**src/rtl/eepwe_pkg.sv**
```systemverilog
// Shared constants, types and register codes of the edge event pulse width encoder.
`default_nettype none

package eepwe_pkg;

  localparam int NUM_SOURCES = 9;
  localparam int QUEUE_DEPTH = 32;

  localparam int EVT_W  = 4;
  localparam int QPTR_W = $clog2(QUEUE_DEPTH);
  localparam int QCNT_W = $clog2(QUEUE_DEPTH + 1);
  localparam int RANK_W = $clog2(NUM_SOURCES + 1);
  localparam int CW     = (QCNT_W > RANK_W) ? QCNT_W : RANK_W;
  localparam int PSUM_W = ((QPTR_W > CW) ? QPTR_W : CW) + 1;

  localparam int TICK_W    = 16;
  localparam int FILL_W    = 6;
  localparam int CNT_W     = 20;
  localparam int LEN_W     = CNT_W + 1;
  localparam int CFG_IDX_W = 3;

  localparam logic [LEN_W-1:0] CODE_MAX_TICKS = LEN_W'(1) << CNT_W;

  localparam logic [TICK_W-1:0] LEAD_RESET = TICK_W'(500);
  localparam logic [TICK_W-1:0] GAP_RESET  = TICK_W'(100);
  localparam logic [TICK_W-1:0] BASE_RESET = TICK_W'(100);
  localparam logic [TICK_W-1:0] STEP_RESET = TICK_W'(100);
  localparam logic [TICK_W-1:0] TAIL_RESET = TICK_W'(500);

  typedef enum logic [CFG_IDX_W-1:0] {
    REG_LEAD = 3'd0,
    REG_GAP  = 3'd1,
    REG_BASE = 3'd2,
    REG_STEP = 3'd3,
    REG_TAIL = 3'd4
  } reg_idx_e;

  typedef enum logic [6:0] {
    PH_IDLE = 7'b0000001,
    PH_LEAD = 7'b0000010,
    PH_GAP1 = 7'b0000100,
    PH_CODE = 7'b0001000,
    PH_GAP2 = 7'b0010000,
    PH_TAIL = 7'b0100000,
    PH_GAP3 = 7'b1000000
  } phase_e;

  typedef struct packed {
    logic [TICK_W-1:0] lead;
    logic [TICK_W-1:0] gap;
    logic [TICK_W-1:0] base;
    logic [TICK_W-1:0] step;
    logic [TICK_W-1:0] tail;
  } cfg_t;

  typedef struct packed {
    logic [NUM_SOURCES-1:0]             rise;
    logic [NUM_SOURCES-1:0][RANK_W-1:0] rank;
    logic [RANK_W-1:0]                  num;
    logic [EVT_W-1:0]                   first_idx;
  } push_req_t;

  typedef struct packed {
    logic line_level;
    logic frame_busy;
  } line_t;

  typedef struct packed {
    logic              line_level;
    logic              frame_busy;
    logic              drop_flag;
    logic [FILL_W-1:0] queue_fill;
  } result_t;

endpackage

`default_nettype wire

```
**src/rtl/eepwe_front.sv**
```systemverilog
// Front end: pin arming and ordering of this tick's event requests.
`default_nettype none

module eepwe_front
  import eepwe_pkg::*;
(
  input  wire logic                   clk_i,
  input  wire logic                   rst_ni,
  input  wire logic                   tick_i,
  input  wire logic [NUM_SOURCES-1:0] pins_i,
  output push_req_t                   push_o
);

  logic [NUM_SOURCES-1:0] armed_q;
  push_req_t              req;

  always_comb begin
    req           = '0;
    req.rise      = pins_i & ~armed_q;
    for (int s = 0; s < NUM_SOURCES; s++) begin
      for (int j = 0; j < NUM_SOURCES; j++) begin
        if (j < s) begin
          req.rank[s] = req.rank[s] + RANK_W'(req.rise[j]);
        end
      end
      req.num = req.num + RANK_W'(req.rise[s]);
    end
    for (int s = NUM_SOURCES - 1; s >= 0; s--) begin
      if (req.rise[s]) begin
        req.first_idx = EVT_W'(s);
      end
    end
  end

  assign push_o = req;

  // A high pin is armed and a low pin is disarmed on every tick.
  always_ff @(posedge clk_i or negedge rst_ni) begin
    if (!rst_ni) begin
      armed_q <= '0;
    end else if (tick_i) begin
      armed_q <= pins_i;
    end
  end

endmodule

`default_nettype wire

```
**src/rtl/eepwe_queue.sv**
```systemverilog
// Event index queue between the front end and the frame sequencer.
`default_nettype none

module eepwe_queue
  import eepwe_pkg::*;
(
  input  wire logic              clk_i,
  input  wire logic              rst_ni,
  input  wire logic              tick_i,
  input  wire push_req_t         push_i,
  input  wire logic              pop_i,
  output logic                   avail_o,
  output logic [EVT_W-1:0]       head_evt_o,
  output logic                   drop_o,
  output logic [FILL_W-1:0]      fill_o
);

  logic [EVT_W-1:0]   mem_q [QUEUE_DEPTH];
  logic [QPTR_W-1:0]  head_q, head_d;
  logic [QPTR_W-1:0]  tail_q, tail_d;
  logic [QCNT_W-1:0]  count_q, count_d;
  logic [CW-1:0]      free_slots;
  logic [CW-1:0]      n_acc;
  logic [NUM_SOURCES-1:0] acc;
  logic [QPTR_W-1:0]  wptr [NUM_SOURCES];
  logic [PSUM_W-1:0]  psum [NUM_SOURCES];
  logic [PSUM_W-1:0]  tsum;
  logic               pop;

  always_comb begin
    free_slots = CW'(QCNT_W'(QUEUE_DEPTH) - count_q);
    drop_o     = CW'(push_i.num) > free_slots;
    n_acc      = drop_o ? free_slots : CW'(push_i.num);
    for (int s = 0; s < NUM_SOURCES; s++) begin
      acc[s]  = push_i.rise[s] && (CW'(push_i.rank[s]) < free_slots);
      psum[s] = PSUM_W'(tail_q) + PSUM_W'(push_i.rank[s]);
      if (psum[s] >= PSUM_W'(QUEUE_DEPTH)) begin
        psum[s] = psum[s] - PSUM_W'(QUEUE_DEPTH);
      end
      wptr[s] = psum[s][QPTR_W-1:0];
    end
    tsum = PSUM_W'(tail_q) + PSUM_W'(n_acc);
    if (tsum >= PSUM_W'(QUEUE_DEPTH)) begin
      tsum = tsum - PSUM_W'(QUEUE_DEPTH);
    end
    tail_d = tsum[QPTR_W-1:0];

    avail_o    = (count_q != '0) || (push_i.num != '0);
    head_evt_o = (count_q == '0) ? push_i.first_idx : mem_q[head_q];
    pop        = pop_i && avail_o;

    if (pop) begin
      head_d = (head_q == QPTR_W'(QUEUE_DEPTH - 1)) ? '0 : head_q + QPTR_W'(1);
    end else begin
      head_d = head_q;
    end
    count_d = count_q + QCNT_W'(n_acc) - QCNT_W'(pop);
    fill_o  = FILL_W'(count_d);
  end

  always_ff @(posedge clk_i) begin
    if (tick_i) begin
      for (int s = 0; s < NUM_SOURCES; s++) begin
        if (acc[s]) begin
          mem_q[wptr[s]] <= EVT_W'(s);
        end
      end
    end
  end

  always_ff @(posedge clk_i or negedge rst_ni) begin
    if (!rst_ni) begin
      head_q  <= '0;
      tail_q  <= '0;
      count_q <= '0;
    end else if (tick_i) begin
      head_q  <= head_d;
      tail_q  <= tail_d;
      count_q <= count_d;
    end
  end

endmodule

`default_nettype wire

```
**src/rtl/eepwe_back.sv**
```systemverilog
// Frame sequencer: pops event indexes and drives the pulse frame on the line.
`default_nettype none

module eepwe_back
  import eepwe_pkg::*;
(
  input  wire logic              clk_i,
  input  wire logic              rst_ni,
  input  wire logic              tick_i,
  input  wire cfg_t              cfg_i,
  input  wire logic              avail_i,
  input  wire logic [EVT_W-1:0]  head_evt_i,
  output logic                   pop_o,
  output line_t                  line_o
);

  localparam int SUM_W = EVT_W + TICK_W + 2;

  phase_e            phase_q, phase_d, cur_phase;
  logic [CNT_W-1:0]  cnt_q, cnt_d, cur_cnt;
  logic [EVT_W-1:0]  event_q, event_d;
  logic [LEN_W-1:0]  code_len;
  logic [EVT_W:0]    ev_plus;
  logic [SUM_W-1:0]  code_sum;
  logic [LEN_W-1:0]  raw_len, len;
  logic              start, done;

  // The code pulse length follows the registered event and the current register values.
  always_comb begin
    ev_plus  = {1'b0, event_q} + (EVT_W + 1)'(1);
    code_sum = SUM_W'(cfg_i.base) + SUM_W'(ev_plus) * SUM_W'(cfg_i.step);
    code_len = (code_sum > SUM_W'(CODE_MAX_TICKS)) ? CODE_MAX_TICKS : LEN_W'(code_sum);
  end

  always_comb begin
    start     = (phase_q == PH_IDLE) && avail_i;
    pop_o     = tick_i && start;
    cur_phase = start ? PH_LEAD : phase_q;
    cur_cnt   = start ? '0 : cnt_q;
    event_d   = start ? head_evt_i : event_q;

    unique case (cur_phase)
      PH_LEAD: raw_len = LEN_W'(cfg_i.lead);
      PH_CODE: raw_len = code_len;
      PH_TAIL: raw_len = LEN_W'(cfg_i.tail);
      default: raw_len = LEN_W'(cfg_i.gap);
    endcase
    len  = (raw_len == '0) ? LEN_W'(1) : raw_len;
    done = (LEN_W'(cur_cnt) + LEN_W'(1)) >= len;

    line_o.frame_busy = (cur_phase != PH_IDLE);
    line_o.line_level = (cur_phase == PH_LEAD) || (cur_phase == PH_CODE) ||
                        (cur_phase == PH_TAIL);

    phase_d = cur_phase;
    cnt_d   = cur_cnt;
    if (cur_phase != PH_IDLE) begin
      if (done) begin
        cnt_d = '0;
        unique case (cur_phase)
          PH_LEAD: phase_d = PH_GAP1;
          PH_GAP1: phase_d = PH_CODE;
          PH_CODE: phase_d = PH_GAP2;
          PH_GAP2: phase_d = PH_TAIL;
          PH_TAIL: phase_d = PH_GAP3;
          default: phase_d = PH_IDLE;
        endcase
      end else begin
        cnt_d = cur_cnt + CNT_W'(1);
      end
    end
  end

  always_ff @(posedge clk_i or negedge rst_ni) begin
    if (!rst_ni) begin
      phase_q <= PH_IDLE;
      cnt_q   <= '0;
      event_q <= '0;
    end else if (tick_i) begin
      phase_q <= phase_d;
      cnt_q   <= cnt_d;
      event_q <= event_d;
    end
  end

endmodule

`default_nettype wire

```
**src/rtl/eepwe_outbuf.sv**
```systemverilog
// Two-entry result buffer that decouples the output stall from tick acceptance.
`default_nettype none

module eepwe_outbuf
  import eepwe_pkg::*;
(
  input  wire logic    clk_i,
  input  wire logic    rst_ni,
  input  wire logic    push_i,
  input  wire result_t data_i,
  output logic         full_o,
  output logic         out_valid_o,
  input  wire logic    out_stall_i,
  output result_t      data_o
);

  result_t     buf_q [2];
  logic        wr_q, rd_q;
  logic [1:0]  cnt_q;
  logic        pop;

  assign full_o      = (cnt_q == 2'd2);
  assign out_valid_o = (cnt_q != 2'd0);
  assign pop         = out_valid_o && !out_stall_i;
  assign data_o      = buf_q[rd_q];

  always_ff @(posedge clk_i) begin
    if (push_i) begin
      buf_q[wr_q] <= data_i;
    end
  end

  always_ff @(posedge clk_i or negedge rst_ni) begin
    if (!rst_ni) begin
      wr_q  <= 1'b0;
      rd_q  <= 1'b0;
      cnt_q <= 2'd0;
    end else begin
      if (push_i) begin
        wr_q <= ~wr_q;
      end
      if (pop) begin
        rd_q <= ~rd_q;
      end
      cnt_q <= cnt_q + 2'(push_i) - 2'(pop);
    end
  end

endmodule

`default_nettype wire

```
**src/rtl/edge_event_pulse_width_encoder.sv**
```systemverilog
// Top level of the edge event pulse width encoder.
// One tick is accepted per clock cycle unless stalled; its result is buffered for output.
// Every tick is handled in the cycle it is accepted by the front end, queue and sequencer.
// A two-entry result buffer holds finished results, so ticks stall only when it is full.
// Reset clears arming, queue pointers, the sequencer and the buffer and loads the default
// register values; queue entries are not cleared and no clearing pass is needed.
`default_nettype none

module edge_event_pulse_width_encoder
  import eepwe_pkg::*;
(
  input  wire logic                   clk_i,
  input  wire logic                   rst_ni,
  input  wire logic                   in_valid_i,
  output logic                        in_stall_o,
  input  wire logic [NUM_SOURCES-1:0] pin_levels_i,
  output logic                        out_valid_o,
  input  wire logic                   out_stall_i,
  output logic                        line_level_o,
  output logic                        frame_busy_o,
  output logic                        drop_flag_o,
  output logic [FILL_W-1:0]           queue_fill_o,
  input  wire logic                   cfg_valid_i,
  output logic                        cfg_ready_o,
  input  wire logic [CFG_IDX_W-1:0]   cfg_index_i,
  input  wire logic [TICK_W-1:0]      cfg_data_i
);

  cfg_t              cfg_q;
  push_req_t         push;
  line_t             line;
  result_t           res, res_out;
  logic              tick, full, pop, avail, drop;
  logic [EVT_W-1:0]  head_evt;
  logic [FILL_W-1:0] fill;

  assign cfg_ready_o = 1'b1;
  assign in_stall_o  = full;
  assign tick        = in_valid_i && !full;

  always_ff @(posedge clk_i or negedge rst_ni) begin
    if (!rst_ni) begin
      cfg_q.lead <= LEAD_RESET;
      cfg_q.gap  <= GAP_RESET;
      cfg_q.base <= BASE_RESET;
      cfg_q.step <= STEP_RESET;
      cfg_q.tail <= TAIL_RESET;
    end else if (cfg_valid_i && cfg_ready_o) begin
      unique case (cfg_index_i)
        REG_LEAD: cfg_q.lead <= cfg_data_i;
        REG_GAP:  cfg_q.gap  <= cfg_data_i;
        REG_BASE: cfg_q.base <= cfg_data_i;
        REG_STEP: cfg_q.step <= cfg_data_i;
        REG_TAIL: cfg_q.tail <= cfg_data_i;
        default: ;
      endcase
    end
  end

  eepwe_front u_front (
    .clk_i  (clk_i),
    .rst_ni (rst_ni),
    .tick_i (tick),
    .pins_i (pin_levels_i),
    .push_o (push)
  );

  eepwe_queue u_queue (
    .clk_i      (clk_i),
    .rst_ni     (rst_ni),
    .tick_i     (tick),
    .push_i     (push),
    .pop_i      (pop),
    .avail_o    (avail),
    .head_evt_o (head_evt),
    .drop_o     (drop),
    .fill_o     (fill)
  );

  eepwe_back u_back (
    .clk_i      (clk_i),
    .rst_ni     (rst_ni),
    .tick_i     (tick),
    .cfg_i      (cfg_q),
    .avail_i    (avail),
    .head_evt_i (head_evt),
    .pop_o      (pop),
    .line_o     (line)
  );

  always_comb begin
    res.line_level = line.line_level;
    res.frame_busy = line.frame_busy;
    res.drop_flag  = drop;
    res.queue_fill = fill;
  end

  eepwe_outbuf u_outbuf (
    .clk_i       (clk_i),
    .rst_ni      (rst_ni),
    .push_i      (tick),
    .data_i      (res),
    .full_o      (full),
    .out_valid_o (out_valid_o),
    .out_stall_i (out_stall_i),
    .data_o      (res_out)
  );

  assign line_level_o = res_out.line_level;
  assign frame_busy_o = res_out.frame_busy;
  assign drop_flag_o  = res_out.drop_flag;
  assign queue_fill_o = res_out.queue_fill;

endmodule

`default_nettype wire
```
**config.mk**
```make
export PLATFORM = sky130hd
export DESIGN_NAME = edge_event_pulse_width_encoder
export DESIGN_NICKNAME = d
export VERILOG_FILES = /design/src/rtl/eepwe_pkg.sv /design/src/rtl/eepwe_front.sv /design/src/rtl/eepwe_queue.sv /design/src/rtl/eepwe_back.sv /design/src/rtl/eepwe_outbuf.sv /design/src/rtl/edge_event_pulse_width_encoder.sv
export SDC_FILE = /design/constraint.sdc
export NUM_CORES = 1
export LEC_CHECK = 0
export BUFFER_PORTS_ARGS = -buffer_cell sky130_fd_sc_hd__buf_4
export CAP_MARGIN = 30
export CELL_PAD_IN_SITES_DETAIL_PLACEMENT = 0
export CELL_PAD_IN_SITES_GLOBAL_PLACEMENT = 2
export CORE_AREA = 2 2 239 241
export CTS_CLUSTER_SIZE = 24
export DETAILED_ROUTE_END_ITERATION = 10
export DIE_AREA = 0 0 241 243
export PLACE_DENSITY_LB_ADDON = 0.1
export SKIP_CTS_REPAIR_TIMING = 1
export SYNTH_ARGS = -nofsm -noshare
export SYNTH_HDL_FRONTEND = slang
export SYNTH_HIERARCHICAL = 1
export SYNTH_SLANG_ARGS = --single-unit
```
**constraint.sdc**
```tcl
create_clock -name clk_i -period 16.4 [get_ports clk_i]
set_input_delay 2.46 -clock clk_i [delete_from_list [all_inputs] [get_ports clk_i]]
set_output_delay 2.46 -clock clk_i [all_outputs]
set_load 0.02 [all_outputs]
```
==> summary by stage <==
Global route
The number of global-route vias before repair is 22,100. For this run, the total global-route usage over all layers was measured as 0.322. The global-route wire length before repair is 141,000 um. The maximum number of pins on one net before global-route repair is 85. The overflow left after global routing is 0.

The number of antenna violations at the first check in global routing is 0.

Logic synthesis
Of the synthesized area, sequential elements account for 0.267. The count of yosys warnings during synthesis is 6. The flip-flop and latch count after synthesis is 286.

The proportion of register bits with asynchronous set or reset after synthesis is 0.490. After synthesis, the netlist uses 127 different library cells. The prevailing post-synth register cell is dfxtp_1. The number of synthesized flops with an enable pin is 18.

The mapped netlist covers 24,900 um^2. The mean cell area of the mapped netlist is 9.01 um^2. The number of standard cells after synthesis is 2,761.

Critical path
In this design, the stage delay of the slowest critical-path cell is 0.69 ns. The critical path is of the input pin to register type. The most frequent cell on the critical path is ha_1. Data arrives at the worst endpoint at 11.76 ns.

The total buffers and inverters traversed by the critical path is 3. The register-to-register setup slack is 6.66 ns. The required time at the endpoint of the critical path is 16.86 ns. STA classifies the critical path endpoint as a register. The slowest stage cell on the critical path is nor4_1. The startpoint kind of the worst setup timing path is an input pin. The family with the most delay on the worst path is simple AND/OR/NAND/NOR gates. In this run the worst path has a maximum fanout of 23.

Floorplanning
The number of top-level design ports is 45. The die area is 58,600 um^2. The starting density of the core is 0.444. The core region is 56,000 um^2.

The die extent in x is 241 um. The vertical extent of the die is 243 um. After floorplanning, the core was divided into 87 placement rows.

Timing
The clock skew is 0.0343 ns. The number of hold violations in the final report came to 0. The post-route fraction of the period consumed by the critical path is 0.689. Hold is met by 0.445 ns.

Static timing analysis puts the maximum clock frequency at 88.5 MHz. The count of final max-slew check failures is 0. The sum of negative setup slack is 0 ns. At the pin with the least slew margin, the transition time is 1.12 ns. In this run the tightest slew margin relative to its limit is 0.245. Setup violations remaining at the end of the flow were counted as 0.

Setup repair after global routing left no endpoint under its margin. The worst path needs 11.30 ns of the cycle, external delays included.

Detailed routing
In the final routed layout, each cell accounts on average for 26.6 um. After detailed routing, the number of vias per cell comes to 6.31. After detailed routing, the number of remaining DRC violations is 0. The total via count in the routed design is 22,500.

Once detail routing completed, the nets flagged for antenna violations numbered 0. The routed design has 94,800 um of wire. The iteration-0 DRC count of the detailed router is 1,794. The first detailed-routing pass ran for 6 iterations.

Layout
The diode insertion count for antenna repair is 0. The net count of the finished layout is 3,032. After the flow finishes, the layout carries non-filler instances totaling 3,569. The number of fill cells is 5,396. Relative to the synthesized area, the layout overhead comes to 9.19%. In the final layout, the share of cells above drive strength 1 is 0.155.

Clock tree
For this design, the sink count on the clock tree is 286. The clock tree buffer depth is 3. CTS placed an instance of clkbuf_16 at the clock tree root.

In this run the number of H-tree levels came out at 2. After clock tree synthesis, the clock-pin slew on the worst setup and hold paths is 0.05 ns. The clock tree from TritonCTS is yes. At the later pin of the worst-skew pair, clock insertion delay measures 0.59 ns. The number of buffers inserted during clock tree synthesis is 36.

Placed design
The placer's final routability congestion estimate is 0.984. The instance count after placement with tap cells included is 3,504. The detailed placer's ending HPWL is 72,900 um. The count of port buffers added during placement is 43.

Outcome
The run finished with clean final reports.

Flow run
The max-capacitance violation count is 0.

Hold path
The path category of the worst min-delay check is register to register.
==> stage by stage <==
step | setup WS [ns] | util | cell area (um^2)
4_1_cts | 5.30 | 0.485 | 27100
6_report | 5.10 | 0.485 | 27200
2_1_floorplan | 6.44 | - | 24900
5_1_grt | 4.30 | 0.485 | 27200
3_3_place_gp | 4.90 | 0.462 | 25800
3_5_place_dp | 4.73 | 0.463 | 25900
==> worst paths after layout <==
kind,depth (start not counted),to,start
setup / recovery,34,u_back/phase_q[2],pin_levels_i[0]
hold / removal,1,u_queue/mem_q[27][3],u_queue/mem_q[27][3]
setup reg to reg,33,u_back/phase_q[2],u_front/armed_q[0]
hold reg to reg,1,u_queue/mem_q[27][3],u_queue/mem_q[27][3]
max in group asynchronous,2,u_back/cnt_q[1],rst_ni
min in group asynchronous,1,u_back/cnt_q[2],rst_ni
==> layout by cell type (no fill, tap or decap), types with 15 or more instances in the layout <==
cell       count
nand2_1      251
nor2_1       237
inv_1        187
a21oi_1      150
ha_1         143
dfxtp_1      128
dfrtp_1      117
buf_4         86
nor2b_1       75
o22ai_1       73
mux2_2        72
o21ai_0       72
fa_1          69
nand3_1       60
and2_1        55
xnor2_1       52
nor3_1        51
a21o_1        48
mux2_4        40
xor2_1        40
mux4_2        40
a211oi_1      38
o211ai_1      37
a22oi_1       37
clkbuf_16     36
a31oi_1       34
nand4_1       32
nand2b_1      31
dfstp_2       22
o21bai_1      20
o21a_1        19
and3_1        18
a22o_1        18
edfxtp_1      18
o41ai_1       15
==> per-layer routing <==
metal	vias to the layer above	track usage	wire length (um)
met5	-	0	0
met4	0	0.181	6420
met3	276	0.0470	6240
met2	965	0.540	44600
met1	11100	0.395	37600
li1	10200	-	-
==> sequential cells by signal, indices dropped and copies added (netlist names) <==
signal and count:
u_queue/count_q 6, u_back/phase_q 7, cfg_q 80, u_outbuf/rd_q 1, u_queue/head_q 5, u_front/armed_q 9
u_outbuf/cnt_q 2, u_queue/mem_q 128, u_back/cnt_q 20, u_back/event_q 4, u_queue/tail_q 5, u_outbuf/buf_q 18
u_outbuf/wr_q 1
==> cell type report <==
class	instances	area [um^2]	share of cell area
repair buffers	92	731	0.0269
clock inverters	11	203	0.00747
inverters	187	702	0.0259
multi-input cells	2184	16900	0.623
flip-flops and latches	286	6640	0.244
well taps	756	946	0.0348
clock buffers	53	1010	0.0374
==> synth_stat cells (31+ instances only) <==
cell,number,area share
mux2_2,72,0.033
xnor2_1,52,0.018
a211oi_1,39,0.012
nand4_1,32,0.0081
fa_1,69,0.056
nand2_1,251,0.038
nand2b_1,31,0.0078
dfrtp_1,118,0.12
a21oi_1,150,0.030
a22oi_1,37,0.011
nor3_1,52,0.010
o211ai_1,37,0.011
a21o_1,48,0.014
a31oi_1,34,0.0086
clkbuf_1,57,0.0086
xor2_1,40,0.014
inv_1,187,0.028
nor2b_1,76,0.019
dfxtp_1,128,0.10
mux2_4,40,0.024
mux4_2,40,0.036
nor2_1,238,0.036
o22ai_1,73,0.018
nand3_1,60,0.012
ha_1,143,0.072
and2_1,55,0.014
o21ai_0,72,0.014
==> cell families after synthesis <==
family,count (synthesis),synth area share
mux,160,0.0962
simple gates,926,0.190
flops,286,0.267
compound gates,766,0.221
buf+inv,300,0.0558
fa+ha+maj,220,0.131
other cells,3,0.000453
xor+xnor,100,0.0388
Power is not shown: default switching activity piles up to over one toggle a cycle in this logic, so the estimate is an artifact.
